$ cat src/rtl/pretrigger_event_capture_top_defines.svh
// assertion macros for the pretrigger event capture block
// expects clk_i and rst_ni in the scope of each use
`ifndef PRETRIGGER_EVENT_CAPTURE_TOP_DEFINES_SVH
`define PRETRIGGER_EVENT_CAPTURE_TOP_DEFINES_SVH

// clocked assertion, off while reset is held
`define PEC_ASSERT(lbl, prop, msg) \
  lbl: assert property (@(posedge clk_i) disable iff (!rst_ni) (prop)) else $error(msg);

// same check, also evaluated during reset
`define PEC_ASSERT_ALWAYS(lbl, prop, msg) \
  lbl: assert property (@(posedge clk_i) (prop)) else $error(msg);

`endif

$ cat src/rtl/pec_pkg.sv
// shared types and constants of the pretrigger event capture block
// no dependencies
package pec_pkg;

  localparam int unsigned PRE_SAMPLES_DEF = 5;
  localparam int unsigned SAMPLE_W        = 16;
  localparam int unsigned STAMP_W         = 32;
  localparam int unsigned KIND_W          = 2;
  localparam int unsigned POST_W          = 4;
  localparam int unsigned CFG_IDX_W       = 2;
  localparam int unsigned CFG_DATA_W      = 16;

  localparam logic [KIND_W-1:0] KIND_HEADER = 2'd0;
  localparam logic [KIND_W-1:0] KIND_SAMPLE = 2'd1;
  localparam logic [KIND_W-1:0] KIND_END    = 2'd2;

  localparam logic [CFG_IDX_W-1:0] CFG_THRESHOLD  = 2'd0;
  localparam logic [CFG_IDX_W-1:0] CFG_POST_COUNT = 2'd1;

  localparam logic signed [SAMPLE_W-1:0] THRESHOLD_RST  = 16'sd3000;
  localparam logic [POST_W-1:0]          POST_COUNT_RST = 4'd5;

  typedef enum logic [1:0] {
    ST_IDLE = 2'b01,
    ST_EMIT = 2'b10
  } state_e;

endpackage

$ cat src/rtl/pec_cell.sv
// one cell of the pre-trigger sample chain
// depends on pec_pkg
module pec_cell (
  input  logic                               clk_i,
  input  logic                               en_i,
  input  logic signed [pec_pkg::SAMPLE_W-1:0] data_i,
  output logic signed [pec_pkg::SAMPLE_W-1:0] data_o
);

  logic signed [pec_pkg::SAMPLE_W-1:0] data_q;

  always_ff @(posedge clk_i) begin
    if (en_i) begin
      data_q <= data_i;
    end
  end

  assign data_o = data_q;

endmodule

$ cat src/rtl/pretrigger_event_capture_top.sv
// Pretrigger event capture, top level.
// Depends on pec_pkg, pec_cell and pretrigger_event_capture_top_defines.svh.
//
// Input channel (in_valid_i/in_ready_o) takes one beat of sample and time stamp.
// Output channel (out_valid_o/out_ready_i) gives beats of kind, value, stamp, last.
// A chain of PRE_SAMPLES cells holds the newest samples, oldest at cell 0.
// A beat that crosses threshold while armed, filling the chain or with it full,
// yields a header beat first; then the chain rotates one cell a cycle while the
// output is free and the PRE_SAMPLES buffered samples leave oldest first. A beat
// inside an open record yields one beat (sample or end marker), others yield none.
// Results appear the cycle after accept. The output register is single; while it
// waits for out_ready_i the block takes no new input and holds the rotation. Reset
// clears fill count, flags and the output valid flag; the sample cells are not
// reset and are never read before PRE_SAMPLES beats have been written.
// Configuration writes are registered before they take effect.
module pretrigger_event_capture_top #(
  parameter int unsigned PRE_SAMPLES = pec_pkg::PRE_SAMPLES_DEF
) (
  input  logic                                  clk_i,
  input  logic                                  rst_ni,
  input  logic                                  cfg_we_i,
  input  logic [pec_pkg::CFG_IDX_W-1:0]         cfg_idx_i,
  input  logic [pec_pkg::CFG_DATA_W-1:0]        cfg_data_i,
  input  logic                                  in_valid_i,
  output logic                                  in_ready_o,
  input  logic signed [pec_pkg::SAMPLE_W-1:0]   sample_i,
  input  logic [pec_pkg::STAMP_W-1:0]           time_stamp_i,
  output logic                                  out_valid_o,
  input  logic                                  out_ready_i,
  output logic [pec_pkg::KIND_W-1:0]            kind_o,
  output logic signed [pec_pkg::SAMPLE_W-1:0]   value_o,
  output logic [pec_pkg::STAMP_W-1:0]           stamp_o,
  output logic                                  last_o
);

`include "pretrigger_event_capture_top_defines.svh"

  localparam int unsigned CNT_W = $clog2(PRE_SAMPLES + 1);
  localparam logic [CNT_W-1:0] CNT_FULL = CNT_W'(PRE_SAMPLES);
  localparam logic [CNT_W-1:0] CNT_ALMOST = CNT_W'(PRE_SAMPLES - 1);
  localparam logic [CNT_W-1:0] CNT_ONE = CNT_W'(1);

  // configuration
  logic signed [pec_pkg::SAMPLE_W-1:0] threshold_q;
  logic [pec_pkg::POST_W-1:0]          post_count_q;

  always_ff @(posedge clk_i or negedge rst_ni) begin
    if (!rst_ni) begin
      threshold_q  <= pec_pkg::THRESHOLD_RST;
      post_count_q <= pec_pkg::POST_COUNT_RST;
    end else if (cfg_we_i) begin
      unique case (cfg_idx_i)
        pec_pkg::CFG_THRESHOLD:  threshold_q  <= cfg_data_i;
        pec_pkg::CFG_POST_COUNT: post_count_q <= cfg_data_i[pec_pkg::POST_W-1:0];
        default: ;
      endcase
    end
  end

  // control
  pec_pkg::state_e            state_q, state_d;
  logic [CNT_W-1:0]           fill_q, fill_d;
  logic [CNT_W-1:0]           cnt_q, cnt_d;
  logic                       triggered_q, triggered_d;
  logic                       capturing_q, capturing_d;
  logic [pec_pkg::POST_W-1:0] remaining_q, remaining_d;

  logic                                out_valid_q, out_valid_d;
  logic [pec_pkg::KIND_W-1:0]          kind_q, kind_d;
  logic signed [pec_pkg::SAMPLE_W-1:0] value_q, value_d;
  logic [pec_pkg::STAMP_W-1:0]         stamp_q, stamp_d;
  logic                                last_q, last_d;

  logic out_free;
  logic accept;
  logic rotate;
  logic at_thr;

  logic signed [pec_pkg::SAMPLE_W-1:0] cell_d [PRE_SAMPLES];
  logic signed [pec_pkg::SAMPLE_W-1:0] cell_q [PRE_SAMPLES];

  assign out_free   = !out_valid_q || out_ready_i;
  assign in_ready_o = (state_q == pec_pkg::ST_IDLE) && out_free;
  assign accept     = in_valid_i && in_ready_o;
  assign rotate     = (state_q == pec_pkg::ST_EMIT) && out_free;
  assign at_thr     = sample_i >= threshold_q;

  // sample chain: shift in on accept, rotate oldest to newest while draining
  for (genvar g = 0; g < PRE_SAMPLES; g++) begin : g_chain
    if (g == PRE_SAMPLES - 1) begin : g_tail
      assign cell_d[g] = rotate ? cell_q[0] : sample_i;
    end else begin : g_body
      assign cell_d[g] = cell_q[g+1];
    end
    pec_cell u_cell (
      .clk_i  (clk_i),
      .en_i   (accept || rotate),
      .data_i (cell_d[g]),
      .data_o (cell_q[g])
    );
  end

  always_comb begin
    state_d     = state_q;
    fill_d      = fill_q;
    cnt_d       = cnt_q;
    triggered_d = triggered_q;
    capturing_d = capturing_q;
    remaining_d = remaining_q;
    out_valid_d = out_valid_q && !out_ready_i;
    kind_d      = kind_q;
    value_d     = value_q;
    stamp_d     = stamp_q;
    last_d      = last_q;

    unique case (state_q)
      pec_pkg::ST_IDLE: begin
        if (accept) begin
          if (fill_q != CNT_FULL) begin
            fill_d = fill_q + CNT_ONE;
          end
          if (!capturing_q) begin
            if (at_thr && !triggered_q) begin
              triggered_d = 1'b1;
              if (fill_q >= CNT_ALMOST) begin
                capturing_d = 1'b1;
                remaining_d = post_count_q;
                out_valid_d = 1'b1;
                kind_d      = pec_pkg::KIND_HEADER;
                value_d     = '0;
                stamp_d     = time_stamp_i;
                last_d      = 1'b0;
                cnt_d       = CNT_FULL;
                state_d     = pec_pkg::ST_EMIT;
              end
            end else if (!at_thr && triggered_q) begin
              triggered_d = 1'b0;
            end
          end else if (remaining_q != '0) begin
            remaining_d = remaining_q - pec_pkg::POST_W'(1);
            out_valid_d = 1'b1;
            kind_d      = pec_pkg::KIND_SAMPLE;
            value_d     = sample_i;
            stamp_d     = '0;
            last_d      = 1'b1;
          end else begin
            capturing_d = 1'b0;
            out_valid_d = 1'b1;
            kind_d      = pec_pkg::KIND_END;
            value_d     = '0;
            stamp_d     = '0;
            last_d      = 1'b1;
          end
        end
      end
      pec_pkg::ST_EMIT: begin
        if (rotate) begin
          out_valid_d = 1'b1;
          kind_d      = pec_pkg::KIND_SAMPLE;
          value_d     = cell_q[0];
          stamp_d     = '0;
          last_d      = (cnt_q == CNT_ONE);
          cnt_d       = cnt_q - CNT_ONE;
          if (cnt_q == CNT_ONE) begin
            state_d = pec_pkg::ST_IDLE;
          end
        end
      end
      default: begin
        state_d = pec_pkg::ST_IDLE;
      end
    endcase
  end

  always_ff @(posedge clk_i or negedge rst_ni) begin
    if (!rst_ni) begin
      state_q     <= pec_pkg::ST_IDLE;
      fill_q      <= '0;
      cnt_q       <= '0;
      triggered_q <= 1'b0;
      capturing_q <= 1'b0;
      remaining_q <= '0;
      out_valid_q <= 1'b0;
    end else begin
      state_q     <= state_d;
      fill_q      <= fill_d;
      cnt_q       <= cnt_d;
      triggered_q <= triggered_d;
      capturing_q <= capturing_d;
      remaining_q <= remaining_d;
      out_valid_q <= out_valid_d;
    end
  end

  always_ff @(posedge clk_i) begin
    kind_q  <= kind_d;
    value_q <= value_d;
    stamp_q <= stamp_d;
    last_q  <= last_d;
  end

  assign out_valid_o = out_valid_q;
  assign kind_o      = kind_q;
  assign value_o     = value_q;
  assign stamp_o     = stamp_q;
  assign last_o      = last_q;

  `PEC_ASSERT(a_emit_blocks_input, (state_q == pec_pkg::ST_EMIT) |-> !in_ready_o, "input taken while draining")
  `PEC_ASSERT(a_emit_cnt_live, (state_q == pec_pkg::ST_EMIT) |-> (cnt_q != '0), "drain counter empty while draining")
  `PEC_ASSERT(a_header_open, (out_valid_q && kind_q == pec_pkg::KIND_HEADER) |-> (capturing_q && triggered_q), "header without open record")
  `PEC_ASSERT_ALWAYS(a_fill_bound, !rst_ni || (fill_q <= CNT_FULL), "fill count beyond chain length")

endmodule
$ cat config.mk
export PLATFORM = sky130hd
export DESIGN_NAME = pretrigger_event_capture_top
export DESIGN_NICKNAME = d
export VERILOG_FILES = /design/src/rtl/pec_pkg.sv /design/src/rtl/pec_cell.sv /design/src/rtl/pretrigger_event_capture_top.sv
export VERILOG_INCLUDE_DIRS = /design/src /design/src/rtl
export SDC_FILE = /design/constraint.sdc
export NUM_CORES = 1
export LEC_CHECK = 0
export BUFFER_PORTS_ARGS = -buffer_cell sky130_fd_sc_hd__buf_2
export CAP_MARGIN = 30
export CORE_MARGIN = 1.5
export CORE_UTILIZATION = 50
export DETAILED_ROUTE_END_ITERATION = 8
export PLACE_DENSITY = 0.72
export SYNTH_ARGS = -nofsm -noshare
export SYNTH_HDL_FRONTEND = slang
export SYNTH_SLANG_ARGS = --single-unit
$ cat constraint.sdc
create_clock -name clk_i -period 17.3 [get_ports clk_i]
set_input_delay 2.595 -clock clk_i [delete_from_list [all_inputs] [get_ports clk_i]]
set_output_delay 2.595 -clock clk_i [all_outputs]
set_load 0.01 [all_outputs]
==> impl_metrics.toml <==
[run_status]
status = "finished, final reports clean"

[cells_and_area]
insertedDiodeCount = 0
layout.nets = 653
syn2layout_area_growth_pct = 23.86
fin_util_pct = 63.87
drive_above_1_share_pct = 35.09

[route]
vias = 3775
post_drt_via_cell_ratio = 5.088
drt_iter0_drc = 185
drc = 0
drt_wl_total_um = 12130
ant_nets = 0
wl_per_cell_um = 16.35
first_pass_iters = 6

[logic_synthesis]
yosysTopAreaCell = "edfxtp_1"
synth_cell_types = 39
synthMuxAreaShare_pct = 4.272
synthArstFlopShare_pct = 21.08
synth_top_family_by_area = "simple AND/OR/NAND/NOR gates"
synthXorXnorAreaFrac_pct = 0.2670
syn_nets = 516
synth_top_cell_area_share_pct = 59.97
synthTopCellsByArea = "edfxtp_1, dfrtp_1, ha_1, mux2_2, dfstp_2"
yosysSeqAreaShare_pct = 73.51
synth_edf_count = 131
synthCells = 420
synth_fa_ha_area_share_pct = 4.768
synth-simple-area-share_pct = 7.706
syn_area_mm2 = 0.006560
yosys_most_used_dff = "edfxtp_1"
synth_compound_area_share_pct = 7.191
avgSynthCellArea_um2 = 15.62
yosys_register_bits = 166
ys.warnings.count = 0

[power]
power.total_mw = 1.510
ir_drop_v = 0.00008740
leakagePower_nw = 3.299
power_density_mw_per_mm2 = 185.8

[worst_setup_path]
ff2ff_path_depth = 11
max_stage_delay_ps = 210
path_cells = "buf_2, nand2b_1, and2_1, buf_2"
criticalPathCategory = "in -> out"
cp-end-kind = "primary output"
r2r_setup_slack_ps = 13350
r2r_start = "threshold_q[9]"
regToRegEndpoint = "stamp_o[16]"
critPathLaunchType = "primary input"
cp_slowest_cell = "and2_1"
cp.arrival_ps = 3240
cp_max_fo = 4
cp.required_ps = 14700
startpoint = "out_ready_i"
cp_common_cell = "buf_2"

[grt]
gr-total-overflow = 0
grt_pass1_vias = 3862
grt_max_degree = 81
grt_first_pass_wirelength_um = 20060
grt.total_usage_pct = 19.17
antenna_found_initial = 0

[clock_tree]
root_buffer = "clkbuf_16"
numCtsBuffers = 17
cts_buffer_depth = 2
clk_latency_ps = 420
ctsResizeCount = 0
htree_levels = 4
clock-sinks = 166
post_cts_buffers = 0
clkTransAtPathRegs_ps = 70
holdBufCountCts = 0
cts_tree = "built"

[sta]
slew_violations = 0
post-route-period-util_pct = 33.73
clock_skew_ps = 11.88
finalSetupViolations = 0
rsz0062_at_grt = "false"
setup_slack_ps = 11470
worst_pin_slew_ps = 875.0
hold_violations = 0
slew_headroom_pct = 41.52
tns_ps = 0
min_period_ps = 5835
hold_slack_ps = 412.1
max_freq_ghz = 0.1714

[floorplan]
dieArea_mm2 = 0.01382
die_x_um = 117.5
fp.dieH_um = 117.5
num_rows = 41
ios = 124
coreArea_mm2 = 0.01272
start_util_pct = 51.56

[worst_hold_path]
hold_class = "reg -> reg"
worstHoldStart = "g_chain[2].u_cell.data_o[13]"
min_path_cells = 0
whs_endpoint = "g_chain[1].u_cell.data_o[13]"

[place]
portBuffers = 123
place_ws_ps = 11110
place.gp.congestion = 0.8307
dpl.hpwl_um = 8197

[flow_run]
maxCapViolations = 0
## cell usage in the layout (no fill, tap or decap), types with 2 or more instances in the layout
cell type	netlist	routed
nor2_1	7	7
nand2_1	27	26
inv_1	27	27
clkbuf_16	0	17
mux2_2	24	24
a21oi_1	11	11
ha_1	25	25
clkbuf_8	0	2
nor2b_1	2	2
nand3_1	5	5
buf_4	0	5
a211oi_1	2	2
a22o_1	18	18
xnor2_1	2	2
dfrtp_1	25	25
nand4_1	5	5
edfxtp_1	131	131
buf_2	3	123
a21o_1	6	6
o211ai_1	2	2
clkinv_2	0	3
clkinv_4	0	2
bufinv_16	0	6
dfstp_2	10	10
o21ai_0	22	22
nand4b_1	2	2
nand3b_1	3	3
nand2b_1	3	3
and2_1	35	35
## power by group
| part | switching (mW) | internal [mW] | leakage, nW |
|---|---|---|---|
| Combinational | 0.228 | 0.143 | 1.30 |
| Sequential | 0.0544 | 0.654 | 1.66 |
| Clock | 0.152 | 0.279 | 0.334 |
## synth_stat cells, types with 3 or more instances
master and count:
a21o_1 6, nand2_1 27, ha_1 25, nand3_1 5, o21ai_0 22, nand3b_1 3, a21oi_1 11, inv_1 27
nand2b_1 3, mux2_2 24, and2_1 35, edfxtp_1 131, nor2_1 7, clkbuf_1 8, buf_2 3, dfstp_2 10
nand4_1 5, a22o_1 18, dfrtp_1 25
## cell type report
| type | count | area (um2) |
|---|---|---|
| clock buffer | 20 | 456.7 |
| clock inverter | 12 | 221.5 |
| fill | 932 | 4597 |
| inverter | 27 | 101.3 |
| multi-input combinational | 215 | 1613 |
| sequential | 166 | 4822 |
| tap | 172 | 215.2 |
| timing repair buffer | 130 | 695.7 |
## state kept, by name, indices dropped and copies added, names as in the netlist
register               flops
value_o                   16
out_valid_o                1
g_chain.u_cell.data_o     80
last_o                     1
kind_o                     2
cnt_q                      3
threshold_q               16
post_count_q               4
triggered_q                1
state_q                    2
fill_q                     3
remaining_q                4
capturing_q                1
stamp_o                   32
## logic make-up (layout without fill, tap and decap cells)
logic type | after synthesis | in the layout
AOI/OAI and AO/OA | 69 | 69
xor gates and xnor gates | 2 | 2
buffers and inverters | 39 | 189
DFF | 166 | 166
muxes | 25 | 25
and+or+nand+nor | 94 | 94
adders and majority gates | 25 | 25
## per-layer routing
layer  vias up  track usage, %  share of wire (%)
met2       119           29.82                 47
met4         0           7.851                1.6
met3        15           5.136                5.7
li1       1826               -                  -
met5         -               0                  0
met1      1815           25.82                 46
## worst max-delay path by stage
stage                       end  slack (ps)  cells past startpoint
floorplan             kind_o[0]        8540                      9
global placement    stamp_o[22]       11180                     11
detailed placement   stamp_o[4]       11110                     11
CTS                  in_ready_o       11470                      4
global route        stamp_o[11]       11300                     11
finish               in_ready_o       11470                      4
## through the flow
stage	cells	instance area (um2)
finish	742	8125
global route	742	8125
CTS	741	8098
detailed placement	709	7420
global placement	708	7405
floorplan	420	6560
## critical path: cells and delay by family
kind          cells  cell delay (ps)
simple gates      2              390
buf+inv           2              250
Power figures use the tool's default switching activity.
